--- config.mk ---
export PLATFORM = sky130hd
export DESIGN_NAME = api_receive_frame_parser_unit_flat
export DESIGN_NICKNAME = d
export VERILOG_FILES = /design/src/design/arfp_pkg.sv /design/src/design/arfp_ifs.sv /design/src/design/api_receive_frame_parser_unit.sv /design/src/design/arfp_cfg_regs.sv /design/src/design/arfp_in_reg.sv /design/src/design/arfp_parse.sv /design/src/design/arfp_out_reg.sv /design/src/flat_wrapper.sv
export VERILOG_INCLUDE_DIRS = /design/src /design/src/design
export SDC_FILE = /design/constraint.sdc
export NUM_CORES = 1
export LEC_CHECK = 0
export BUFFER_PORTS_ARGS = -buffer_cell sky130_fd_sc_hd__clkbuf_2
export CAP_MARGIN = 30
export CORE_UTILIZATION = 60
export DETAILED_ROUTE_END_ITERATION = 8
export GPL_TIMING_DRIVEN = 0
export PLACE_DENSITY = 0.82
export SYNTH_ARGS = -nofsm -noshare
export SYNTH_HDL_FRONTEND = slang
export SYNTH_SLANG_ARGS = --single-unit
--- constraint.sdc ---
create_clock -name i_clk -period 3.1 [get_ports i_clk]
set_input_delay 0.465 -clock i_clk [delete_from_list [all_inputs] [get_ports i_clk]]
set_output_delay 0.465 -clock i_clk [all_outputs]
set_load 0.01 [all_outputs]
--- src/design/api_receive_frame_parser_unit_assert.svh ---
// Assertion macros used by the frame parser top level.
`ifndef API_RECEIVE_FRAME_PARSER_UNIT_ASSERT_SVH
`define API_RECEIVE_FRAME_PARSER_UNIT_ASSERT_SVH

`ifndef ASSERT_OFF
`define ARFP_ASSERT_IMPL(label, clk, rst_n, ante, cons, msg) \
    label: assert property (@(posedge clk) disable iff (!(rst_n)) (ante) |-> (cons)) \
        else $error(msg);
`define ARFP_ASSERT_NEXT(label, clk, rst_n, ante, cons, msg) \
    label: assert property (@(posedge clk) disable iff (!(rst_n)) (ante) |=> (cons)) \
        else $error(msg);
`else
`define ARFP_ASSERT_IMPL(label, clk, rst_n, ante, cons, msg)
`define ARFP_ASSERT_NEXT(label, clk, rst_n, ante, cons, msg)
`endif

`endif

--- src/design/arfp_pkg.sv ---
// Types and constants of the receive frame parser.
package arfp_pkg;

    localparam int BYTE_W   = 8;
    localparam int IDX_W    = 17;
    localparam int SIZE_W   = IDX_W + 1;
    localparam int LEN_W    = 16;
    localparam int CFG_IDX_W = 8;

    localparam logic [IDX_W-1:0]  IDX_MAX        = 17'h1FFFF;
    localparam logic [IDX_W-1:0]  OFS_DELIM      = 17'd0;
    localparam logic [IDX_W-1:0]  OFS_LEN_HI     = 17'd1;
    localparam logic [IDX_W-1:0]  OFS_LEN_LO     = 17'd2;
    localparam logic [IDX_W-1:0]  OFS_TYPE       = 17'd3;
    localparam logic [IDX_W-1:0]  PAYLOAD_OFFSET = 17'd15;
    localparam logic [SIZE_W-1:0] MIN_SIZE       = 18'd16;
    localparam logic [SIZE_W-1:0] LEN_OVERHEAD   = 18'd4;
    localparam logic [BYTE_W-1:0] CSUM_BASE      = 8'hFF;

    localparam logic [BYTE_W-1:0] RST_START_DELIMITER = 8'h7E;
    localparam logic [BYTE_W-1:0] RST_FRAME_TYPE      = 8'h90;

    localparam logic [CFG_IDX_W-1:0] CFG_START_DELIMITER = 8'd0;
    localparam logic [CFG_IDX_W-1:0] CFG_FRAME_TYPE      = 8'd1;

    typedef enum logic [2:0] {
        ST_OK    = 3'd0,
        ST_SHORT = 3'd1,
        ST_DELIM = 3'd2,
        ST_LEN   = 3'd3,
        ST_TYPE  = 3'd4,
        ST_CSUM  = 3'd5
    } t_status;

    typedef struct packed {
        logic [BYTE_W-1:0] frame_byte;
        logic              end_of_frame;
    } t_in_item;

    typedef struct packed {
        logic [BYTE_W-1:0] payload_byte;
        logic              payload_valid;
        logic              frame_done;
        t_status           status;
    } t_result;

    typedef struct packed {
        logic [BYTE_W-1:0] start_delimiter;
        logic [BYTE_W-1:0] expected_frame_type;
    } t_cfg;

endpackage

--- src/design/arfp_ifs.sv ---
// Channel interfaces of the receive frame parser.
interface arfp_in_if;
    logic       valid;
    logic       ready;
    logic [7:0] frame_byte;
    logic       end_of_frame;

    modport source (output valid, output frame_byte, output end_of_frame, input ready);
    modport sink (input valid, input frame_byte, input end_of_frame, output ready);
endinterface

interface arfp_out_if;
    logic       valid;
    logic       ready;
    logic [7:0] payload_byte;
    logic       payload_valid;
    logic       frame_done;
    logic [2:0] status;

    modport source (output valid, output payload_byte, output payload_valid,
                    output frame_done, output status, input ready);
    modport sink (input valid, input payload_byte, input payload_valid,
                  input frame_done, input status, output ready);
endinterface

interface arfp_cfg_if;
    logic       valid;
    logic       ready;
    logic [7:0] index;
    logic [7:0] data;

    modport source (output valid, output index, output data, input ready);
    modport sink (input valid, input index, input data, output ready);
endinterface

--- src/design/api_receive_frame_parser_unit.sv ---
// Top level of the receive frame parser.
//
//  channel  | dir | handshake     | payload
//  ---------+-----+---------------+-------------------------------------------------
//  i_in     | in  | valid / ready | frame_byte[7:0], end_of_frame
//  o_out    | out | valid / ready | payload_byte[7:0], payload_valid, frame_done,
//           |     |               | status[2:0]
//  i_cfg    | in  | valid / ready | index[7:0], data[7:0]; ready always high
//
// One byte per cycle while the result register is not stalled: a byte waits in the input
// register, the checks and frame state update run in one combinational step into the result register.
// A byte causing no result passes even while the result register is stalled.
// Synchronous active-low reset clears control and frame state; registers return to
// delimiter 0x7E and frame type 0x90.
`include "api_receive_frame_parser_unit_assert.svh"

module api_receive_frame_parser_unit (
    input  logic       i_clk,
    input  logic       i_rst_n,
    arfp_in_if.sink    i_in,
    arfp_out_if.source o_out,
    arfp_cfg_if.sink   i_cfg
);

    arfp_pkg::t_in_item in_item;
    arfp_pkg::t_in_item stage_item;
    arfp_pkg::t_cfg     cfg;
    arfp_pkg::t_result  parse_result;
    arfp_pkg::t_result  out_result;
    logic               stage_valid;
    logic               advance;
    logic               load;
    logic               out_free;
    logic               out_valid;

    assign in_item.frame_byte   = i_in.frame_byte;
    assign in_item.end_of_frame = i_in.end_of_frame;
    assign i_cfg.ready          = 1'b1;

    arfp_cfg_regs u_cfg_regs (
        .i_clk      (i_clk),
        .i_rst_n    (i_rst_n),
        .i_wr_en    (i_cfg.valid && i_cfg.ready),
        .i_wr_index (i_cfg.index),
        .i_wr_data  (i_cfg.data),
        .o_cfg      (cfg)
    );

    arfp_in_reg u_in_reg (
        .i_clk     (i_clk),
        .i_rst_n   (i_rst_n),
        .i_valid   (i_in.valid),
        .i_item    (in_item),
        .i_advance (advance),
        .o_ready   (i_in.ready),
        .o_valid   (stage_valid),
        .o_item    (stage_item)
    );

    arfp_parse u_parse (
        .i_clk      (i_clk),
        .i_rst_n    (i_rst_n),
        .i_valid    (stage_valid),
        .i_item     (stage_item),
        .i_cfg      (cfg),
        .i_out_free (out_free),
        .o_advance  (advance),
        .o_load     (load),
        .o_result   (parse_result)
    );

    arfp_out_reg u_out_reg (
        .i_clk    (i_clk),
        .i_rst_n  (i_rst_n),
        .i_load   (load),
        .i_result (parse_result),
        .i_ready  (o_out.ready),
        .o_free   (out_free),
        .o_valid  (out_valid),
        .o_result (out_result)
    );

    assign o_out.valid         = out_valid;
    assign o_out.payload_byte  = out_result.payload_byte;
    assign o_out.payload_valid = out_result.payload_valid;
    assign o_out.frame_done    = out_result.frame_done;
    assign o_out.status        = out_result.status;

    `ARFP_ASSERT_IMPL(a_mid_frame_carries_payload, i_clk, i_rst_n,
        out_valid && !out_result.frame_done, out_result.payload_valid,
        "mid-frame result without payload")
    `ARFP_ASSERT_IMPL(a_status_only_on_done, i_clk, i_rst_n,
        out_valid && !out_result.frame_done, out_result.status == arfp_pkg::ST_OK,
        "status set on mid-frame result")
    `ARFP_ASSERT_NEXT(a_stalled_byte_kept, i_clk, i_rst_n,
        stage_valid && !advance, stage_valid && $stable(stage_item),
        "stalled byte lost from input register")
    `ARFP_ASSERT_IMPL(a_load_needs_space, i_clk, i_rst_n, load, out_free,
        "result loaded over an untaken result")

endmodule

--- src/design/arfp_cfg_regs.sv ---
// Configuration registers: start delimiter and expected frame type.
module arfp_cfg_regs (
    input  logic                                 i_clk,
    input  logic                                 i_rst_n,
    input  logic                                 i_wr_en,
    input  logic [arfp_pkg::CFG_IDX_W-1:0]       i_wr_index,
    input  logic [arfp_pkg::BYTE_W-1:0]          i_wr_data,
    output arfp_pkg::t_cfg                       o_cfg
);

    arfp_pkg::t_cfg r_cfg;

    always_ff @(posedge i_clk) begin
        if (!i_rst_n) begin
            r_cfg.start_delimiter     <= arfp_pkg::RST_START_DELIMITER;
            r_cfg.expected_frame_type <= arfp_pkg::RST_FRAME_TYPE;
        end else if (i_wr_en) begin
            // writes to unknown indexes are dropped
            if (i_wr_index == arfp_pkg::CFG_START_DELIMITER) begin
                r_cfg.start_delimiter <= i_wr_data;
            end else if (i_wr_index == arfp_pkg::CFG_FRAME_TYPE) begin
                r_cfg.expected_frame_type <= i_wr_data;
            end
        end
    end

    assign o_cfg = r_cfg;

endmodule

--- src/design/arfp_in_reg.sv ---
// Input register: holds one accepted byte until the parser takes it.
module arfp_in_reg (
    input  logic               i_clk,
    input  logic               i_rst_n,
    input  logic               i_valid,
    input  arfp_pkg::t_in_item i_item,
    input  logic               i_advance,
    output logic               o_ready,
    output logic               o_valid,
    output arfp_pkg::t_in_item o_item
);

    logic               r_valid;
    arfp_pkg::t_in_item r_item;

    assign o_ready = !r_valid || i_advance;

    always_ff @(posedge i_clk) begin
        if (!i_rst_n) begin
            r_valid <= 1'b0;
        end else if (i_valid && o_ready) begin
            r_valid <= 1'b1;
        end else if (i_advance) begin
            r_valid <= 1'b0;
        end
    end

    always_ff @(posedge i_clk) begin
        if (i_valid && o_ready) begin
            r_item <= i_item;
        end
    end

    assign o_valid = r_valid;
    assign o_item  = r_item;

endmodule

--- src/design/arfp_parse.sv ---
// State and checks: one byte per cycle if output free; result combinational.
module arfp_parse (
    input  logic               i_clk,
    input  logic               i_rst_n,
    input  logic               i_valid,
    input  arfp_pkg::t_in_item i_item,
    input  arfp_pkg::t_cfg     i_cfg,
    input  logic               i_out_free,
    output logic               o_advance,
    output logic               o_load,
    output arfp_pkg::t_result  o_result
);

    logic [arfp_pkg::IDX_W-1:0]  r_byte_index, n_byte_index;
    logic [arfp_pkg::LEN_W-1:0]  r_header_length, n_header_length;
    logic                        r_delimiter_good, n_delimiter_good;
    logic                        r_type_good, n_type_good;
    logic [arfp_pkg::BYTE_W-1:0] r_running_sum, n_running_sum;
    logic [arfp_pkg::BYTE_W-1:0] r_held_byte, n_held_byte;
    logic                        r_held_is_payload, n_held_is_payload;

    logic                        produces;
    logic [arfp_pkg::SIZE_W-1:0] size;
    logic [arfp_pkg::SIZE_W-1:0] expected_size;
    logic                        delim_ok;
    logic                        type_ok;
    logic                        csum_ok;
    logic [arfp_pkg::BYTE_W-1:0] b;

    assign b         = i_item.frame_byte;
    assign produces  = i_item.end_of_frame || r_held_is_payload;
    // a byte with no result moves on even when the output is full
    assign o_advance = i_valid && (!produces || i_out_free);
    assign o_load    = o_advance && produces;

    assign size          = {1'b0, r_byte_index} + arfp_pkg::SIZE_W'(1);
    assign expected_size = {2'b00, r_header_length} + arfp_pkg::LEN_OVERHEAD;
    assign delim_ok = (r_byte_index == arfp_pkg::OFS_DELIM) ?
                      (b == i_cfg.start_delimiter) : r_delimiter_good;
    assign type_ok  = (r_byte_index == arfp_pkg::OFS_TYPE) ?
                      (b == i_cfg.expected_frame_type) : r_type_good;
    assign csum_ok  = ((arfp_pkg::CSUM_BASE - r_running_sum) == b);

    always_comb begin
        o_result.payload_byte  = r_held_is_payload ? r_held_byte : '0;
        o_result.payload_valid = r_held_is_payload;
        o_result.frame_done    = i_item.end_of_frame;
        o_result.status        = arfp_pkg::ST_OK;
        if (i_item.end_of_frame) begin
            // first failing check wins
            if (size < arfp_pkg::MIN_SIZE) begin
                o_result.status = arfp_pkg::ST_SHORT;
            end else if (!delim_ok) begin
                o_result.status = arfp_pkg::ST_DELIM;
            end else if (size != expected_size) begin
                o_result.status = arfp_pkg::ST_LEN;
            end else if (!type_ok) begin
                o_result.status = arfp_pkg::ST_TYPE;
            end else if (!csum_ok) begin
                o_result.status = arfp_pkg::ST_CSUM;
            end
        end
    end

    always_comb begin
        n_byte_index      = r_byte_index;
        n_header_length   = r_header_length;
        n_delimiter_good  = r_delimiter_good;
        n_type_good       = r_type_good;
        n_running_sum     = r_running_sum;
        n_held_byte       = r_held_byte;
        n_held_is_payload = r_held_is_payload;
        if (o_advance) begin
            if (i_item.end_of_frame) begin
                n_byte_index      = '0;
                n_header_length   = '0;
                n_delimiter_good  = 1'b0;
                n_type_good       = 1'b0;
                n_running_sum     = '0;
                n_held_byte       = '0;
                n_held_is_payload = 1'b0;
            end else begin
                if (r_byte_index == arfp_pkg::OFS_DELIM) begin
                    n_delimiter_good = (b == i_cfg.start_delimiter);
                end else if (r_byte_index == arfp_pkg::OFS_LEN_HI) begin
                    n_header_length = {b, r_header_length[7:0]};
                end else if (r_byte_index == arfp_pkg::OFS_LEN_LO) begin
                    n_header_length = {r_header_length[15:8], b};
                end else if (r_byte_index == arfp_pkg::OFS_TYPE) begin
                    n_type_good = (b == i_cfg.expected_frame_type);
                end
                if (r_byte_index >= arfp_pkg::OFS_TYPE) begin
                    n_running_sum = r_running_sum + b;
                end
                if (r_byte_index >= arfp_pkg::PAYLOAD_OFFSET) begin
                    n_held_byte       = b;
                    n_held_is_payload = 1'b1;
                end else begin
                    n_held_byte       = '0;
                    n_held_is_payload = 1'b0;
                end
                // saturate on overlong frames
                if (r_byte_index != arfp_pkg::IDX_MAX) begin
                    n_byte_index = r_byte_index + arfp_pkg::IDX_W'(1);
                end
            end
        end
    end

    always_ff @(posedge i_clk) begin
        if (!i_rst_n) begin
            r_byte_index      <= '0;
            r_header_length   <= '0;
            r_delimiter_good  <= 1'b0;
            r_type_good       <= 1'b0;
            r_running_sum     <= '0;
            r_held_byte       <= '0;
            r_held_is_payload <= 1'b0;
        end else begin
            r_byte_index      <= n_byte_index;
            r_header_length   <= n_header_length;
            r_delimiter_good  <= n_delimiter_good;
            r_type_good       <= n_type_good;
            r_running_sum     <= n_running_sum;
            r_held_byte       <= n_held_byte;
            r_held_is_payload <= n_held_is_payload;
        end
    end

endmodule

--- src/design/arfp_out_reg.sv ---
// Result register: holds one result until the sink takes it.
module arfp_out_reg (
    input  logic              i_clk,
    input  logic              i_rst_n,
    input  logic              i_load,
    input  arfp_pkg::t_result i_result,
    input  logic              i_ready,
    output logic              o_free,
    output logic              o_valid,
    output arfp_pkg::t_result o_result
);

    logic              r_valid;
    arfp_pkg::t_result r_result;

    assign o_free = !r_valid || i_ready;

    always_ff @(posedge i_clk) begin
        if (!i_rst_n) begin
            r_valid <= 1'b0;
        end else if (i_load) begin
            r_valid <= 1'b1;
        end else if (i_ready) begin
            r_valid <= 1'b0;
        end
    end

    always_ff @(posedge i_clk) begin
        if (i_load) begin
            r_result <= i_result;
        end
    end

    assign o_valid  = r_valid;
    assign o_result = r_result;

endmodule

--- src/flat_wrapper.sv ---
// flat-port wrapper written by rule: the top's interface ports become plain ports
module api_receive_frame_parser_unit_flat 
  (i_clk, i_rst_n, i_in_valid, i_in_frame_byte, i_in_end_of_frame, i_in_ready, o_out_valid, o_out_payload_byte, o_out_payload_valid, o_out_frame_done, o_out_status, o_out_ready, i_cfg_valid, i_cfg_index, i_cfg_data, i_cfg_ready);
  arfp_in_if i_in_i ();
  arfp_out_if o_out_i ();
  arfp_cfg_if i_cfg_i ();
  input  logic i_clk;
  input  logic i_rst_n;
  input wire logic [$bits(i_in_i.valid)-1:0] i_in_valid;
  input wire logic [$bits(i_in_i.frame_byte)-1:0] i_in_frame_byte;
  input wire logic [$bits(i_in_i.end_of_frame)-1:0] i_in_end_of_frame;
  output wire logic [$bits(i_in_i.ready)-1:0] i_in_ready;
  output wire logic [$bits(o_out_i.valid)-1:0] o_out_valid;
  output wire logic [$bits(o_out_i.payload_byte)-1:0] o_out_payload_byte;
  output wire logic [$bits(o_out_i.payload_valid)-1:0] o_out_payload_valid;
  output wire logic [$bits(o_out_i.frame_done)-1:0] o_out_frame_done;
  output wire logic [$bits(o_out_i.status)-1:0] o_out_status;
  input wire logic [$bits(o_out_i.ready)-1:0] o_out_ready;
  input wire logic [$bits(i_cfg_i.valid)-1:0] i_cfg_valid;
  input wire logic [$bits(i_cfg_i.index)-1:0] i_cfg_index;
  input wire logic [$bits(i_cfg_i.data)-1:0] i_cfg_data;
  output wire logic [$bits(i_cfg_i.ready)-1:0] i_cfg_ready;
  assign i_in_i.valid = i_in_valid;
  assign i_in_i.frame_byte = i_in_frame_byte;
  assign i_in_i.end_of_frame = i_in_end_of_frame;
  assign i_in_ready = i_in_i.ready;
  assign o_out_valid = o_out_i.valid;
  assign o_out_payload_byte = o_out_i.payload_byte;
  assign o_out_payload_valid = o_out_i.payload_valid;
  assign o_out_frame_done = o_out_i.frame_done;
  assign o_out_status = o_out_i.status;
  assign o_out_i.ready = o_out_ready;
  assign i_cfg_i.valid = i_cfg_valid;
  assign i_cfg_i.index = i_cfg_index;
  assign i_cfg_i.data = i_cfg_data;
  assign i_cfg_ready = i_cfg_i.ready;
  api_receive_frame_parser_unit u_core (.i_clk(i_clk), .i_rst_n(i_rst_n), .i_in(i_in_i), .o_out(o_out_i), .i_cfg(i_cfg_i));
endmodule
==> results.txt <==
- In the finished design, the share of the clock period the worst path needs comes to 96.4%.
- Counting cells, the worst reg-to-reg path comes to 9.
* Routed Wire Length: 12800 um
- The detailed router finished its first iteration with slightly above 300 violations.
* Setup repair after global routing missed its margin: no
* Max-slew headroom: 37.9%
- Remaining global-route overflow: 0
- Yosys printed 0 warnings.
- Fmax: 335 MHz
- In this run the mean area of a mapped cell was 9.13 sq um.
- Met3 wire length: 955 um
- Global routing used 30.3% of the available tracks across all layers.
- The first global-routing pass estimated 20700 um of wire.
* Layout cell share with drive strength beyond 1: 14.2%
* Startpoint of the lowest-slack hold path: i_in_frame_byte[2]
- Length of the first detailed-routing pass in iterations: 5
- Via count of the first global-routing pass: roughly 4300
- By startpoint and endpoint, the worst setup path is classified as flip-flop to flip-flop.
- Number of diodes added for antenna fixing: 0
- Post-placement setup slack: -0.304 ns
- Maximum ir drop on the vdd rail: 0.247 mV
* Count of standard-cell rows: 33
- H-Tree Level Count: 3
- Starting density of the core: 62.5%
* # DRC: 0
- Yosys mapped a number of flops with a built-in enable equal to 22.
- The cell area that synthesis handed to floorplanning was roughly 5200 sq um.
* Hold Worst Slack: 0.269 ns
* Worst setup SP type: flip-flop
* Number of unique standard cell types used by synthesis: 63
- Total power of the final layout: ~2.3 mW
- Hold bufs inserted after CTS: 0
- The clock arrives with approximately 0.011 ns of skew.
* Worst-margin pin slew: 0.926 ns
* Uppermost metal layer occupied by signal nets: met4
- Hold Path End: u_core.u_in_reg.o_item[3]$_DFFE_PP_
* Vert. Die Dim: roughly 95 um
* Worst-skew pair later-pin latency: between 0.3 and 0.4 ns
- The min-delay analysis places its worst path in the category input pin to flip-flop.
* Met1 routed wirelength after detailed routing: roughly 5400 um
* CTS buffer count: 9
* Post-DRT Antenna Nets: 0
- Run status: completed
- Category of the worst setup path capture point: flip-flop
- Peak fanout along the critical path: 9
- Entering global routing, the biggest net connects 18 pins.
- Most used flip-flop cell after synthesis: dfxtp_1
- CTS sink cnt: 92
* Post-synthesis sequential area ratio: 40.0%
- Input and output buffers added on the ports amount to 43.
- Setup slack on the critical path of the routed design comes to 0.112 ns.
- After detailed placement, the total cell area comes to 5510 sq um.
- Clock root buffer: clkbuf_8
- Launch instance of the worst register-to-register path: u_core.u_parse.r_byte_index[4]$_SDFFE_PN0P_
- In the routed layout, each cell is associated on average with a via count of 6.10.
* Initial antenna violation count: 0
- STA puts the critical path data required time at 3.22 ns.
- Post-synthesis async set-or-reset flop share: 0%
* Cell count after synthesis: 565
* Post-synthesis register bit count: between 90 and 100
* Max clock buf depth: 2
- Arrival time worst endpoint: 3.10 ns
* Leakage dissipation: between 2 and 2.5 nW
- Setup violations remaining at the end of the flow were counted as 0.
* Shortest clock period the worst path allows after layout: 2.99 ns
- Routability congestion estimate: 0.931
* Met2 Wirelength: just over 6000 um
* Final Max Slew Viols: 0
* DIE WIDTH: 94.7 um
- The tool flagged a number of max-cap violations equal to 0.
- Buffers added to address setup during post-CTS repair amount to 0.
* Reg-to-reg setup timing slack: 0.11 ns
* Die area: between 8000 and 9000 sq um
* Net total in the final layout: roughly 660
* Count of final hold-check violations: 0
- Summed over all failing endpoints, the final setup total negative slack is 0 ns.
* Pwr/cell area: 399 nW/um^2
* End of the worst register-to-register path: u_core.u_out_reg.o_result[0]$_SDFFCE_PN0P_
- Layout overhead on the synthesized area: 11.4%
* I/O pin count: 46
* Clock Pin Slew Worst Setup and Hold Paths: approximately 0.10 ns
* Post-Syn Nets: 609
- Along the worst hold path, the cell count comes to 1.
- After routing the design area is 5750 sq um.
- The wire-length estimate of the detail-placed layout is 9420 um.
- TritonCTS built the clock tree.
- Wire length per cell: between 15 and 20 um
* Via total after detailed routing: 4452
- After floorplanning, the core was sized to cover 8260 sq um.
==> per-stage QoR <==
step / utilization (%) / std cells
after CTS: 69.5 / 730
after detailed placement: 66.8 / 714
after global placement: 66.7 / 713
after global routing: 69.6 / 730
final: 69.6 / 730
after floorplan: - / 565
==> metal layers <==
metal / global-route usage [%] / vias up
met5: 0 / -
met4: 12.4 / 0
met3: 3.86 / 25
met2: 50.7 / 186
met1: 39.3 / 2113
li1: - / 2128
==> how the worst max path moves through the flow <==
| stage | cells after the start | start | slack [ns] | end |
|---|---|---|---|---|
| 3_3_place_gp | 9 | u_core.u_parse.r_byte_index[0]$_SDFFE_PN0P_ | -0.27 | u_core.u_out_reg.o_result[0]$_SDFFCE_PN0P_ |
| 2_1_floorplan | 9 | u_core.u_parse.r_byte_index[4]$_SDFFE_PN0P_ | 0.31 | u_core.u_out_reg.o_result[0]$_SDFFCE_PN0P_ |
| 5_1_grt | 9 | u_core.u_parse.r_byte_index[4]$_SDFFE_PN0P_ | 0.002 | u_core.u_out_reg.o_result[0]$_SDFFCE_PN0P_ |
| 3_5_place_dp | 9 | u_core.u_parse.r_byte_index[0]$_SDFFE_PN0P_ | -0.30 | u_core.u_out_reg.o_result[0]$_SDFFCE_PN0P_ |
| 4_1_cts | 9 | u_core.u_parse.r_byte_index[0]$_SDFFE_PN0P_ | 0.008 | u_core.u_out_reg.o_result[0]$_SDFFCE_PN0P_ |
| 6_report | 9 | u_core.u_parse.r_byte_index[4]$_SDFFE_PN0P_ | 0.11 | u_core.u_out_reg.o_result[0]$_SDFFCE_PN0P_ |
==> placed cells by master, fill, tap and decap left out, drive strengths merged, types with 3 or more instances in the layout <==
master and n:
or2 4, ha 13, o21ai 13, edfxtp 22
clkbuf 74, nand2 47, xnor3 3, a21o 5
nor4 11, and2 17, xor2 15, nor2 28
dfxtp 70, buf 13, nand2b 3, xnor2 46
mux2i 17, inv 15, and3 6, nor2b 36
and4 5, a21oi 29, or3 5, or4 4
nand4 20, o211ai 3, nand3 22, nor3 19
a22oi 24
==> cell families (layout without fill, tap and decap cells) <==
logic type	after synthesis	after routing	share of synthesized area [%]
buf+inv	45	105	3.73
mux	18	18	3.52
flops	92	92	40.0
simple gates	234	234	25.1
compound gates	97	97	12.4
other cells	1	1	0.0727
fa+ha+maj	14	14	3.54
xor+xnor	64	64	11.7
==> cells in the mapped netlist (11+ instances only) <==
cell type,n,area [sq um]
nor2_1,27,101
o21ai_0,11,55.1
xnor2_1,46,403
inv_1,11,41.3
nand4_1,19,119
edfxtp_1,22,661
nor3_1,18,90.1
a21oi_1,29,145
nand3_1,22,110
ha_1,13,163
and2_1,17,106
nor4_1,11,68.8
nor2b_1,36,225
a22oi_1,24,180
clkbuf_1,20,75.1
mux2i_1,17,170
xor2_1,15,131
nand2_1,47,176
dfxtp_1,70,1400
==> report_power, final <==
part	internal [mW]	switching (mW)	total (mW)
logic	0.0625	0.0949	0.157
clock network	0.411	0.459	0.870
registers	1.24	0.0249	1.27
total	1.72	0.578	2.29
==> worst max-delay path: stages, from the launching register on <==
cell and delay (ns):
dfxtp_1 0.32, buf_4 0.16, nand4_4 0.15, or4_4 0.55, nor3_1 0.20, ha_1 0.30, xor2_1 0.21, nor4b_2 0.27
o2111ai_1 0.19, o311a_1 0.39
==> flip-flops by register name, indices dropped and copies added (netlist names) <==
| signal | cells |
|---|---|
| u_core.u_parse.r_delimiter_good | 1 |
| u_core.u_cfg_regs.o_cfg | 16 |
| u_core.u_parse.r_held_is_payload | 1 |
| u_core.u_parse.r_running_sum | 8 |
| u_core.u_parse.r_type_good | 1 |
| u_core.u_parse.r_held_byte | 8 |
| u_core.u_in_reg.o_item | 9 |
| u_core.u_in_reg.o_valid | 1 |
| u_core.u_parse.r_header_length | 16 |
| u_core.u_out_reg.o_valid | 1 |
| u_core.u_parse.r_byte_index | 17 |
| u_core.u_out_reg.o_result | 13 |
==> area by class of cell <==
class / count / area [sq um]
clock inverters: 6 / 76.3
clock buffers: 10 / 138
fillers: 642 / 2510
well taps: 105 / 131
inverters: 12 / 45.0
flip-flops and latches: 92 / 2070
plain buffers: 33 / 158
repair buffers: 44 / 220
multi-input cells: 428 / 2920
==> timing repair <==
action / CTS / global route
pin swaps: 0 / 1
resized for setup: 6 / 4
endpoints found under the setup margin: 11 / 5
Power figures use the tool's default switching activity.
